[src/rtl/cce_pkg.sv]
// Shared constants and types for the CNF clause evaluator.
`default_nettype none
package cce_pkg;

  localparam int MAX_VARS   = 1024;
  localparam int AddrW      = (MAX_VARS > 1) ? $clog2(MAX_VARS) : 1;
  localparam int VarIdxW    = 11;
  localparam int LenW       = 11;
  localparam int ValW       = 2;
  localparam int StatW      = 2;
  localparam int QueueDepth = 4;
  localparam int QPtrW      = $clog2(QueueDepth);
  localparam int QCntW      = $clog2(QueueDepth + 1);

  localparam logic FuncWrite = 1'b0;
  localparam logic FuncLit   = 1'b1;

  localparam logic [ValW-1:0] ValFalse = 2'd0;
  localparam logic [ValW-1:0] ValTrue  = 2'd1;
  localparam logic [ValW-1:0] ValOpen  = 2'd2;

  localparam logic [StatW-1:0] StatSat   = 2'd0;
  localparam logic [StatW-1:0] StatUnsat = 2'd1;
  localparam logic [StatW-1:0] StatUndet = 2'd2;

  // One literal as handed from the front to the back.
  typedef struct packed {
    logic            counted;
    logic            negated;
    logic            clause_last;
    logic            formula_last;
    logic [ValW-1:0] value;
  } lit_t;

endpackage
`default_nettype wire

[src/rtl/cce_if.sv]
// Valid/ready channel interfaces for input items and clause results.
`default_nettype none
interface cce_in_if;
  logic                        valid;
  logic                        ready;
  logic                        func;
  logic [cce_pkg::VarIdxW-1:0] var_index;
  logic [cce_pkg::ValW-1:0]    var_value;
  logic                        lit_negated;
  logic                        clause_last;
  logic                        formula_last;

  modport source (output valid, func, var_index, var_value, lit_negated, clause_last,
                  formula_last, input ready);
  modport sink   (input valid, func, var_index, var_value, lit_negated, clause_last,
                  formula_last, output ready);
endinterface

interface cce_out_if;
  logic                      valid;
  logic                      ready;
  logic [cce_pkg::StatW-1:0] clause_status;
  logic                      formula_done;
  logic                      formula_satisfied;

  modport source (output valid, clause_status, formula_done, formula_satisfied,
                  input ready);
  modport sink   (input valid, clause_status, formula_done, formula_satisfied,
                  output ready);
endinterface
`default_nettype wire

[src/rtl/cce_front.sv]
// Front end: accepts words, owns the assignment store, classifies literals.
`default_nettype none
module cce_front (
  input  wire logic                  clk,
  input  wire logic                  rst,
  cce_in_if.sink                     item,
  input  wire logic [cce_pkg::LenW-1:0] assign_len,
  output logic                       push,
  output cce_pkg::lit_t              push_word,
  input  wire logic                  q_full
);
  import cce_pkg::*;

  logic [ValW-1:0]  mem [MAX_VARS];
  logic [ValW-1:0]  rdata;
  logic             clearing;
  logic [AddrW-1:0] clr_addr;

  logic             stage_valid;
  logic             stage_counted;
  logic             stage_neg;
  logic             stage_clast;
  logic             stage_flast;

  logic                accept;
  logic                lit_acc;
  logic [VarIdxW-1:0]  idx_m1;
  logic [AddrW-1:0]    addr;
  logic                in_store;
  logic                counted;
  logic                wr_en;
  logic [AddrW-1:0]    wr_addr;
  logic [ValW-1:0]     wr_data;
  logic                rd_en;

  assign item.ready = !clearing && (!stage_valid || !q_full);
  assign accept     = item.valid && item.ready;
  assign lit_acc    = accept && (item.func == FuncLit);

  assign idx_m1   = item.var_index - VarIdxW'(1);
  assign addr     = AddrW'(idx_m1);
  assign in_store = (item.var_index != '0) && (32'(item.var_index) <= MAX_VARS);
  assign counted  = in_store && (item.var_index <= assign_len);

  assign wr_en   = clearing || (accept && (item.func == FuncWrite) && in_store);
  assign wr_addr = clearing ? clr_addr : addr;
  assign wr_data = clearing ? ValOpen : item.var_value;
  assign rd_en   = lit_acc && counted;

  always_ff @(posedge clk) begin
    if (wr_en) begin
      mem[wr_addr] <= wr_data;
    end
    if (rd_en) begin
      rdata <= mem[addr];
    end
  end

  // clearing pass over the whole store after reset
  always_ff @(posedge clk) begin
    if (rst) begin
      clearing <= 1'b1;
      clr_addr <= '0;
    end else if (clearing) begin
      clr_addr <= clr_addr + AddrW'(1);
      if (clr_addr == AddrW'(MAX_VARS - 1)) begin
        clearing <= 1'b0;
      end
    end
  end

  always_ff @(posedge clk) begin
    if (rst) begin
      stage_valid <= 1'b0;
    end else begin
      stage_valid <= lit_acc || (stage_valid && q_full);
    end
  end

  always_ff @(posedge clk) begin
    if (lit_acc) begin
      stage_counted <= counted;
      stage_neg     <= item.lit_negated;
      stage_clast   <= item.clause_last;
      stage_flast   <= item.formula_last;
    end
  end

  assign push = stage_valid && !q_full;

  always_comb begin
    push_word.counted      = stage_counted;
    push_word.negated      = stage_neg;
    push_word.clause_last  = stage_clast;
    push_word.formula_last = stage_flast;
    push_word.value        = rdata;
  end

endmodule
`default_nettype wire

[src/rtl/cce_queue.sv]
// Short FIFO of classified literals between front and back.
`default_nettype none
module cce_queue (
  input  wire logic          clk,
  input  wire logic          rst,
  input  wire logic          push,
  input  wire cce_pkg::lit_t push_word,
  output logic               full,
  input  wire logic          pop,
  output logic               head_valid,
  output cce_pkg::lit_t      head_word
);
  import cce_pkg::*;

  lit_t             store [QueueDepth];
  logic [QPtrW-1:0] wr_ptr;
  logic [QPtrW-1:0] rd_ptr;
  logic [QCntW-1:0] count;
  logic             do_push;
  logic             do_pop;

  assign full       = (count == QCntW'(QueueDepth));
  assign head_valid = (count != '0);
  assign head_word  = store[rd_ptr];
  assign do_push    = push && !full;
  assign do_pop     = pop && head_valid;

  always_ff @(posedge clk) begin
    if (do_push) begin
      store[wr_ptr] <= push_word;
    end
  end

  always_ff @(posedge clk) begin
    if (rst) begin
      wr_ptr <= '0;
      rd_ptr <= '0;
      count  <= '0;
    end else begin
      if (do_push) begin
        wr_ptr <= wr_ptr + QPtrW'(1);
      end
      if (do_pop) begin
        rd_ptr <= rd_ptr + QPtrW'(1);
      end
      if (do_push && !do_pop) begin
        count <= count + QCntW'(1);
      end else if (do_pop && !do_push) begin
        count <= count - QCntW'(1);
      end
    end
  end

endmodule
`default_nettype wire

[src/rtl/cce_back.sv]
// Back end: clause and formula accumulators and the result register.
`default_nettype none
module cce_back (
  input  wire logic          clk,
  input  wire logic          rst,
  input  wire logic          head_valid,
  input  wire cce_pkg::lit_t head_word,
  output logic               pop,
  cce_out_if.source          result
);
  import cce_pkg::*;

  logic             has_true;
  logic             has_open;
  logic             all_true;
  logic             out_valid;
  logic [StatW-1:0] out_status;
  logic             out_done;
  logic             out_sat;

  logic             lit_true;
  logic             lit_open;
  logic             has_true_next;
  logic             has_open_next;
  logic             all_true_next;
  logic             ends;
  logic [StatW-1:0] status;

  assign pop = head_valid && (!out_valid || result.ready);

  assign lit_true = head_word.counted &&
                    (((head_word.value == ValFalse) && head_word.negated) ||
                     ((head_word.value == ValTrue) && !head_word.negated));
  // stored codes other than false and true read as unassigned
  assign lit_open = head_word.counted && (head_word.value != ValFalse) &&
                    (head_word.value != ValTrue);

  assign has_true_next = has_true || lit_true;
  assign has_open_next = has_open || lit_open;
  assign all_true_next = all_true && has_true_next;
  assign ends          = head_word.clause_last || head_word.formula_last;

  always_comb begin
    priority if (has_true_next) begin
      status = StatSat;
    end else if (has_open_next) begin
      status = StatUndet;
    end else begin
      status = StatUnsat;
    end
  end

  always_ff @(posedge clk) begin
    if (rst) begin
      has_true  <= 1'b0;
      has_open  <= 1'b0;
      all_true  <= 1'b1;
      out_valid <= 1'b0;
    end else begin
      if (pop) begin
        if (ends) begin
          has_true <= 1'b0;
          has_open <= 1'b0;
          all_true <= head_word.formula_last ? 1'b1 : all_true_next;
        end else begin
          has_true <= has_true_next;
          has_open <= has_open_next;
        end
      end
      if (pop && ends) begin
        out_valid <= 1'b1;
      end else if (result.ready) begin
        out_valid <= 1'b0;
      end
    end
  end

  always_ff @(posedge clk) begin
    if (pop && ends) begin
      out_status <= status;
      out_done   <= head_word.formula_last;
      out_sat    <= head_word.formula_last && all_true_next;
    end
  end

  assign result.valid             = out_valid;
  assign result.clause_status     = out_status;
  assign result.formula_done      = out_done;
  assign result.formula_satisfied = out_sat;

endmodule
`default_nettype wire

[src/rtl/cnf_clause_evaluator.sv]
// Top level of the CNF clause evaluator: front, literal queue, back.
//
//  channel  | dir | handshake     | word
//  ---------+-----+---------------+-------------------------------------------
//  item     | in  | valid/ready   | func, var_index, var_value, lit_negated,
//           |     |               | clause_last, formula_last
//  result   | out | valid/ready   | clause_status, formula_done,
//           |     |               | formula_satisfied
//  cfg      | in  | cfg_we        | cfg_wdata = assignment_length
//
// One word per cycle sustained. A literal's verdict reaches the result
// register through the store read at the accepting edge, the queue push and
// the accumulator; a write lands in the store at its accepting edge.
// After reset the store is swept to unassigned, one entry a cycle, with
// item.ready low; cfg writes are taken meanwhile. A stalled result holds the
// back; the four-deep queue lets the front keep taking words until it fills,
// then item.ready drops.
`default_nettype none
module cnf_clause_evaluator (
  input  wire logic                     clk,
  input  wire logic                     rst,
  input  wire logic                     cfg_we,
  input  wire logic [cce_pkg::LenW-1:0] cfg_wdata,
  cce_in_if.sink                        item,
  cce_out_if.source                     result
);
  import cce_pkg::*;

  logic [LenW-1:0] assign_len;

  // literal path between the halves
  logic push;
  lit_t push_word;
  logic q_full;
  logic pop;
  logic head_valid;
  lit_t head_word;

  always_ff @(posedge clk) begin
    if (rst) begin
      assign_len <= '0;
    end else if (cfg_we) begin
      assign_len <= cfg_wdata;
    end
  end

  // store access and classification of each literal
  cce_front u_front (
    .clk        (clk),
    .rst        (rst),
    .item       (item),
    .assign_len (assign_len),
    .push       (push),
    .push_word  (push_word),
    .q_full     (q_full)
  );

  // decouples store reads from result back-pressure
  cce_queue u_queue (
    .clk        (clk),
    .rst        (rst),
    .push       (push),
    .push_word  (push_word),
    .full       (q_full),
    .pop        (pop),
    .head_valid (head_valid),
    .head_word  (head_word)
  );

  // per-clause flags, per-formula flag, result register
  cce_back u_back (
    .clk        (clk),
    .rst        (rst),
    .head_valid (head_valid),
    .head_word  (head_word),
    .pop        (pop),
    .result     (result)
  );

endmodule
`default_nettype wire
[src/flat_wrapper.sv]
// flat-port wrapper written by rule: the top's interface ports become plain ports
module cnf_clause_evaluator_flat import cce_pkg::*;
  (clk, rst, cfg_we, cfg_wdata, item_valid, item_func, item_var_index, item_var_value, item_lit_negated, item_clause_last, item_formula_last, item_ready, result_valid, result_clause_status, result_formula_done, result_formula_satisfied, result_ready);
  cce_in_if item_i ();
  cce_out_if result_i ();
  input  wire logic clk;
  input  wire logic rst;
  input  wire logic cfg_we;
  input  wire logic [cce_pkg::LenW-1:0] cfg_wdata;
  input wire logic [$bits(item_i.valid)-1:0] item_valid;
  input wire logic [$bits(item_i.func)-1:0] item_func;
  input wire logic [$bits(item_i.var_index)-1:0] item_var_index;
  input wire logic [$bits(item_i.var_value)-1:0] item_var_value;
  input wire logic [$bits(item_i.lit_negated)-1:0] item_lit_negated;
  input wire logic [$bits(item_i.clause_last)-1:0] item_clause_last;
  input wire logic [$bits(item_i.formula_last)-1:0] item_formula_last;
  output wire logic [$bits(item_i.ready)-1:0] item_ready;
  output wire logic [$bits(result_i.valid)-1:0] result_valid;
  output wire logic [$bits(result_i.clause_status)-1:0] result_clause_status;
  output wire logic [$bits(result_i.formula_done)-1:0] result_formula_done;
  output wire logic [$bits(result_i.formula_satisfied)-1:0] result_formula_satisfied;
  input wire logic [$bits(result_i.ready)-1:0] result_ready;
  assign item_i.valid = item_valid;
  assign item_i.func = item_func;
  assign item_i.var_index = item_var_index;
  assign item_i.var_value = item_var_value;
  assign item_i.lit_negated = item_lit_negated;
  assign item_i.clause_last = item_clause_last;
  assign item_i.formula_last = item_formula_last;
  assign item_ready = item_i.ready;
  assign result_valid = result_i.valid;
  assign result_clause_status = result_i.clause_status;
  assign result_formula_done = result_i.formula_done;
  assign result_formula_satisfied = result_i.formula_satisfied;
  assign result_i.ready = result_ready;
  cnf_clause_evaluator u_core (.clk(clk), .rst(rst), .cfg_we(cfg_we), .cfg_wdata(cfg_wdata), .item(item_i), .result(result_i));
endmodule
[config.mk]
export PLATFORM = sky130hd
export DESIGN_NAME = cnf_clause_evaluator_flat
export DESIGN_NICKNAME = d
export VERILOG_FILES = /design/src/rtl/cce_pkg.sv /design/src/rtl/cce_if.sv /design/src/rtl/cce_front.sv /design/src/rtl/cce_queue.sv /design/src/rtl/cce_back.sv /design/src/rtl/cnf_clause_evaluator.sv /design/src/flat_wrapper.sv
export SDC_FILE = /design/constraint.sdc
export NUM_CORES = 2
export LEC_CHECK = 0
export ABC_AREA = 1
export BUFFER_PORTS_ARGS = -buffer_cell sky130_fd_sc_hd__buf_4
export CAP_MARGIN = 5
export CORE_MARGIN = 3
export CORE_UTILIZATION = 52
export CTS_BUF_LIST = sky130_fd_sc_hd__clkbuf_4 sky130_fd_sc_hd__clkbuf_8
export DETAILED_ROUTE_END_ITERATION = 8
export PLACE_DENSITY_LB_ADDON = 0.3
export SYNTH_ARGS = -nofsm -noshare
export SYNTH_HDL_FRONTEND = slang
export SYNTH_HIERARCHICAL = 1
export SYNTH_SLANG_ARGS = --single-unit
[constraint.sdc]
create_clock -name clk -period 42.5 [get_ports clk]
set_clock_uncertainty 0.15 [all_clocks]
set_input_delay 10.625 -clock clk [delete_from_list [all_inputs] [get_ports clk]]
set_output_delay 10.625 -clock clk [all_outputs]
set_load 0.02 [all_outputs]
# Word-level counts from Yosys, hierarchy flattened
# Memories as Yosys holds them, arrays and structs flattened. A register that Yosys moved wholly into a read port is not among the register bits.
# Index checks and enable logic that the tools add are counted.
[totals]
out_inout_bits = 6
romBits = 0
inputBits = 33
memories = 2
elab_cells = 96
register_bits = 42
latchBits = 0
ramBits = 2072
[memory_table]
columns = ["name", "depth", "width", "read_ports", "rd_ports_with_merged_regs", "wr", "line", "rtl"]
rows = [
  ["u_core.u_front.mem", 1024, 2, 1, 1, 1, "cce_front.sv:14", "logic [ValW-1:0] mem [MAX_VARS];"],
  ["u_core.u_queue.store", 4, 6, 1, 1, 1, "cce_queue.sv:15", "lit_t store [QueueDepth];"],
]
[classes]
reduce_logical = 45
mux = 18
shift = 0
eq_ne = 4
magnitude_cmp = 2
n_bitwise = 1
div = 0
n_addsub = 6
multipliers = 0
[op_table]
columns = ["operator", "n"]
rows = [
  ["$logic_and 1x1->1", 23],
  ["$le 11x11->1", 1],
  ["$le 11x11->1 const B", 1],
  ["$mux 1", 11],
  ["$reduce_bool 11->1", 1],
  ["$add 10x1->10 const B", 1],
  ["$eq 10x10->1 const B", 1],
  ["$mux 10", 1],
  ["$sub 10x1->10 const B", 1],
  ["$logic_or 1x1->1", 8],
  ["$mux 2", 4],
  ["$logic_not 1->1", 7],
  ["$mux 3", 2],
  ["$reduce_bool 2->1", 3],
  ["$add 2x1->2 const B", 2],
  ["$add 3x1->3 const B", 1],
  ["$eq 3x3->1 const B", 1],
  ["$reduce_bool 3->1", 1],
  ["$sub 3x1->3 const B", 1],
  ["$eq 2x1->1 const B", 1],
  ["$logic_not 2->1", 1],
  ["$ne 2x1->1 const B", 1],
  ["$reduce_and 2->1", 1],
  ["$not 1->1", 1],
]

# Depth between registers and ports, before layout
[logic_depth]
ltp_word = 10
depth_mapped = 22

# By module
# The synthesis kept the hierarchy.
[by_module_without_submodules]
columns = ["module", "area_each_um2", "n_inst", "cells_per_inst"]
rows = [
  ["cce_front", 87506.4, 1, 8107],
  ["cce_queue", 1402.6, 1, 127],
  ["cnf_clause_evaluator", 457.9, 1, 70],
  ["cce_back", 372.9, 1, 43],
]

# Worst setup path before layout
# No wires, ideal clock.
[synth_path]
path_kind = "input to register"
start = "in item_var_value[0]"
end = "mem u_core.u_front.mem[0][0] (data pin)"
setup_time_ps = 5021
slack_ps = 2960
cell_stages = 2
n_path_buf = 0
arrival_time_ps = 34369
path_cell_list = "inv_1 -> nor2_1"
[synth_between]
elab_chain_len = 1
[synth_rtl]
columns = ["element", "line", "rtl"]
rows = [
  ["from (decl)", "flat_wrapper.sv:13", "input wire logic [$bits(item_i.var_value)-1:0] item_var_value;"],
  ["$mux 2", "cce_front.sv:47", "assign wr_data = clearing ? ValOpen : item.var_value;"],
  ["net u_core.u_front.wr_data[0]", "cce_front.sv:33", "logic [ValW-1:0] wr_data;"],
  ["to (decl)", "cce_front.sv:14", ""],
]
# The timed path passes the listed nets, and every way through them passes these cells.

# Worst setup path after layout
[layout_path]
start = "in item_var_index[0]"
end = "reg u_core.u_front.rdata[0], read port of u_core.u_front.mem (data pin)"
[layout_between]
elab_chain_len = 4
[layout_rtl]
columns = ["element", "line", "rtl"]
rows = [
  ["from (decl)", "flat_wrapper.sv:12", "input wire logic [$bits(item_i.var_index)-1:0] item_var_index;"],
  ["$le 11x11->1 or $reduce_bool 11->1 (tied branches)", "cce_front.sv:42", "assign in_store = (item.var_index != '0) && (32'(item.var_index) <= MAX_VARS);"],
  ["$logic_and 1x1->1", "cce_front.sv:42", ""],
  ["$logic_and 1x1->1", "cce_front.sv:43", "assign counted = in_store && (item.var_index <= assign_len);"],
  ["$logic_and 1x1->1", "cce_front.sv:48", "assign rd_en = lit_acc && counted;"],
  ["to (decl)", "cce_front.sv:15", "logic [ValW-1:0] rdata;"],
]
# Parallel ways exist; a longest one is shown, timed or not.
# A chain may end at the register's enable or synchronous reset.

==> results.md <==
* Status: finished with violations
* Failing checks: capacitance limit
* CTS resizes at 0
* Worst Path Max Fanout at 126
* DP HPWL at 128000 um
* Power Density at 42.60 nW/um2
* Pint at 3.198 mW
* Ys flop type: edfxtp_1
* Hold Crit Start: u_core/u_back/has_open
* Final hold violation count at 0
* Clock-pin slew on the worst setup and hold paths at 60 ps
* Setup TNS Final at 0 ps
* CP arrival at 17370 ps
* Gpl congestion at 0.8315
* Critical path class: in -> reg
* Area delta synth->final at 9.272%
* Crit path time final at 16720 ps
* Kind of start point of the critical path: input pin
* Fin nets at 8250
* Number of port buffers at 38
* Hold_buf cts at 0
* DR WL met3 at 30570 um
* Post-route ant nets at 0
* CTS max path bufs at 4
* R2r startpoint: u_core/u_front/clearing
* Slew HR at 0.01703
* Maxcap violations at 1
* Sequential power share at 0.541
* Area share of the largest cell type after synthesis at 0.6967
* Hold path depth at 2
* R2r worst-path depth at 4
* Area after DPL at 91910 um2
* Fin area at 98060 um2
* Worst slack at placement at 24900 ps
* Total track usage at 0.2800
* Setup Fix Bufs, Post-CTS at 0
* Pin count of the biggest net entering global routing at 232
* Vias in the first global route at 62320
* Num CTS Buffers at 346
* CTS Sinks at 2118
* Share of cells above drive strength 1 at 0.08650
* CTS tree: yes
* Core Region at 170400 um2
* Fill cells at 14090
* Tot Pwr at 4.178 mW
* Yosys reg bits at 2118
* Area of the die at 177600 um2
* Routed metal-1 wire length at 96180 um
* DR vias/cell at 5.997
* DR pass1 iterations at 8
* Clock share of power at 0.390
* Peak supply drop at 0.03597 mV
* Type of the tightest min-delay check: reg -> reg
* Ys Warns at 6
* Gate Count Post-Synth at 8347
* Final setup fails at 0
* Slew at the pin closest to its max-slew limit at 1466 ps
* Cell with the most instances after synthesis: nand2_1
* Max-slew violations at 0
* Max Fclk at 59.79 MHz
* Synth top area cells: edfxtp_1 (70%), nand3_1 (12%), nand2_1 (9.1%), nor2_1 (4.6%), clkbuf_1 (2.5%)
* Initial antenna violation count at 9
* Post-route setup slack at 25780 ps
* Critical path startpoint: item_var_index[0]
* Register area share after synthesis at 0.7047
* Asr flop ratio synth at 0
* # DRC at 0
* Final Routed Wirelength at 252800 um
* Leading area contributor after synthesis: edfxtp_1
* Highest routed layer: met5
* Synthesized area per cell at 10.75 um2
* First-pass GRT wire length at 375900 um
* Clock Latency Late Sink at 1040 ps
* Worst Path Required at 43150 ps
* Post-synth top cells: nand2_1 (2169), nand3_1 (2085), edfxtp_1 (2082)
* Initial Utilization at 0.5266
* Die Span X at 421.4 um
* Unrepaired setup endpoints after global routing: false
* Number of synthesized flops with an enable pin at 2082
* Total number of vias at 64270
* WL/cell at 23.59 um
* Synth Cell Area at 89740 um2
* Grt total ovfl at 0
* Switching Share at 0.2346
* Post-synthesis cell type count at 41
* Leakage at 33.29 nW
* Syn Nets at 8399
* CTS H-tree lvls at 5
* Initial DRC Count at 9442
* WL met2 at 114600 um
* Die Y at 421.4 um
* Combinational share of power at 0.069
* Ports at 39
* Row cnt at 151
* CTS Root Cell: clkbuf_8
* Worst setup EP type: flop
* Final Cycle Share at 0.3935
* Sw Pwr at 0.9801 mW
==> state kept, by name, summed over array words and instances (netlist names), 3 cells and up, named ones only <==
name	flops
u_core/u_front/clr_addr	10
u_core/u_queue/store	24
u_core/u_queue/count	3
u_core/u_front/mem	2048
u_core/assign_len	11
==> metrics by stage <==
stage,std cells,hold WS (ps),utilization
final,10720,308.3,0.5754
after global routing,10710,338.8,0.5754
after CTS,10710,309.6,0.5753
after detailed placement,10150,301.7,0.5393
after global placement,10150,289.1,0.5393
after floorplan,8347,278.9,-
==> power by group through the flow <==
stage	registers (mW)	clock network, mW	logic [mW]
after floorplan	2.30	0	0.185
after global placement	2.30	0	0.278
after detailed placement	2.30	0	0.283
after CTS	2.26	1.65	0.284
after global routing	2.26	1.75	0.312
final	2.26	1.63	0.289
==> critical path, cell delays in order <==
cell	delay, ps
buf_8	400
inv_8	360
ha_4	630
inv_8	760
buf_4	900
buf_4	930
buf_4	1020
nand3_1	190
nand3_1	150
nand3_1	120
nand3_1	170
nand3_1	220
nand3_1	240
nand3_1	100
nand3_1	160
nand2_1	70
nand2_1	60
nand2_1	40
==> cells in the final DEF (no fill, tap or decap), drive strengths merged <==
cell type	count
nand2	2176
nand3	2087
edfxtp	2082
nor2	1109
clkbuf	459
buf	155
clkinv	101
inv	92
dfxtp	36
o21ai	32
a21oi	23
ha	18
nor3	14
o22ai	6
diode	5
xor2	5
clkinvlp	3
nand4	3
a21boi	2
nor4	2
or2	2
bufinv	1
xnor2	1
o31ai	1
o2111ai	1
a211oi	1
and2	1
o21a	1
nand3b	1
fa	1
==> per-layer routing <==
metal | global-route usage | vias up
li1 | - | 28670
met1 | 0.3764 | 31110
met2 | 0.4357 | 3820
met3 | 0.06804 | 664
met4 | 0.1238 | 4
met5 | 0 | -
==> cells by family (layout without fill, tap and decap cells) <==
group / Yosys count / count (layout) / share of synthesized area
flip-flops: 2118 / 2118 / 0.7047
other: 0 / 5 / 0
buffers and inverters: 742 / 811 / 0.03143
AND/OR/NAND/NOR: 5395 / 5395 / 0.2563
XOR/XNOR: 6 / 6 / 0.0006693
AO/OA/AOI/OAI: 67 / 67 / 0.004211
adder cells (fa/ha/maj): 19 / 19 / 0.002733
==> area by class of cell <==
class | instances | area (um2) | share of cell area
Clock inverter | 107 | 485.5 | 0.004951
Clock buffer | 459 | 5654 | 0.05766
Timing Repair Buffer | 155 | 1259 | 0.01284
Multi-Input combinational cell | 5487 | 24170 | 0.2465
Inverter | 90 | 362.8 | 0.003700
Sequential cell | 2118 | 63240 | 0.6449
Antenna cell | 5 | 12.51 | 0.0001276
Tap cell | 2295 | 2872 | 0.02928
==> final timing paths <==
kind | slack, ps | to
setup / recovery | 25780 | u_core/u_front/rdata[0]
hold / removal | 310 | u_core/u_back/has_open
setup reg to reg | 37310 | u_core/u_front/mem[524][1]
hold reg to reg | 310 | u_core/u_back/has_open
Note: power is estimated with default switching activity, not from simulation.
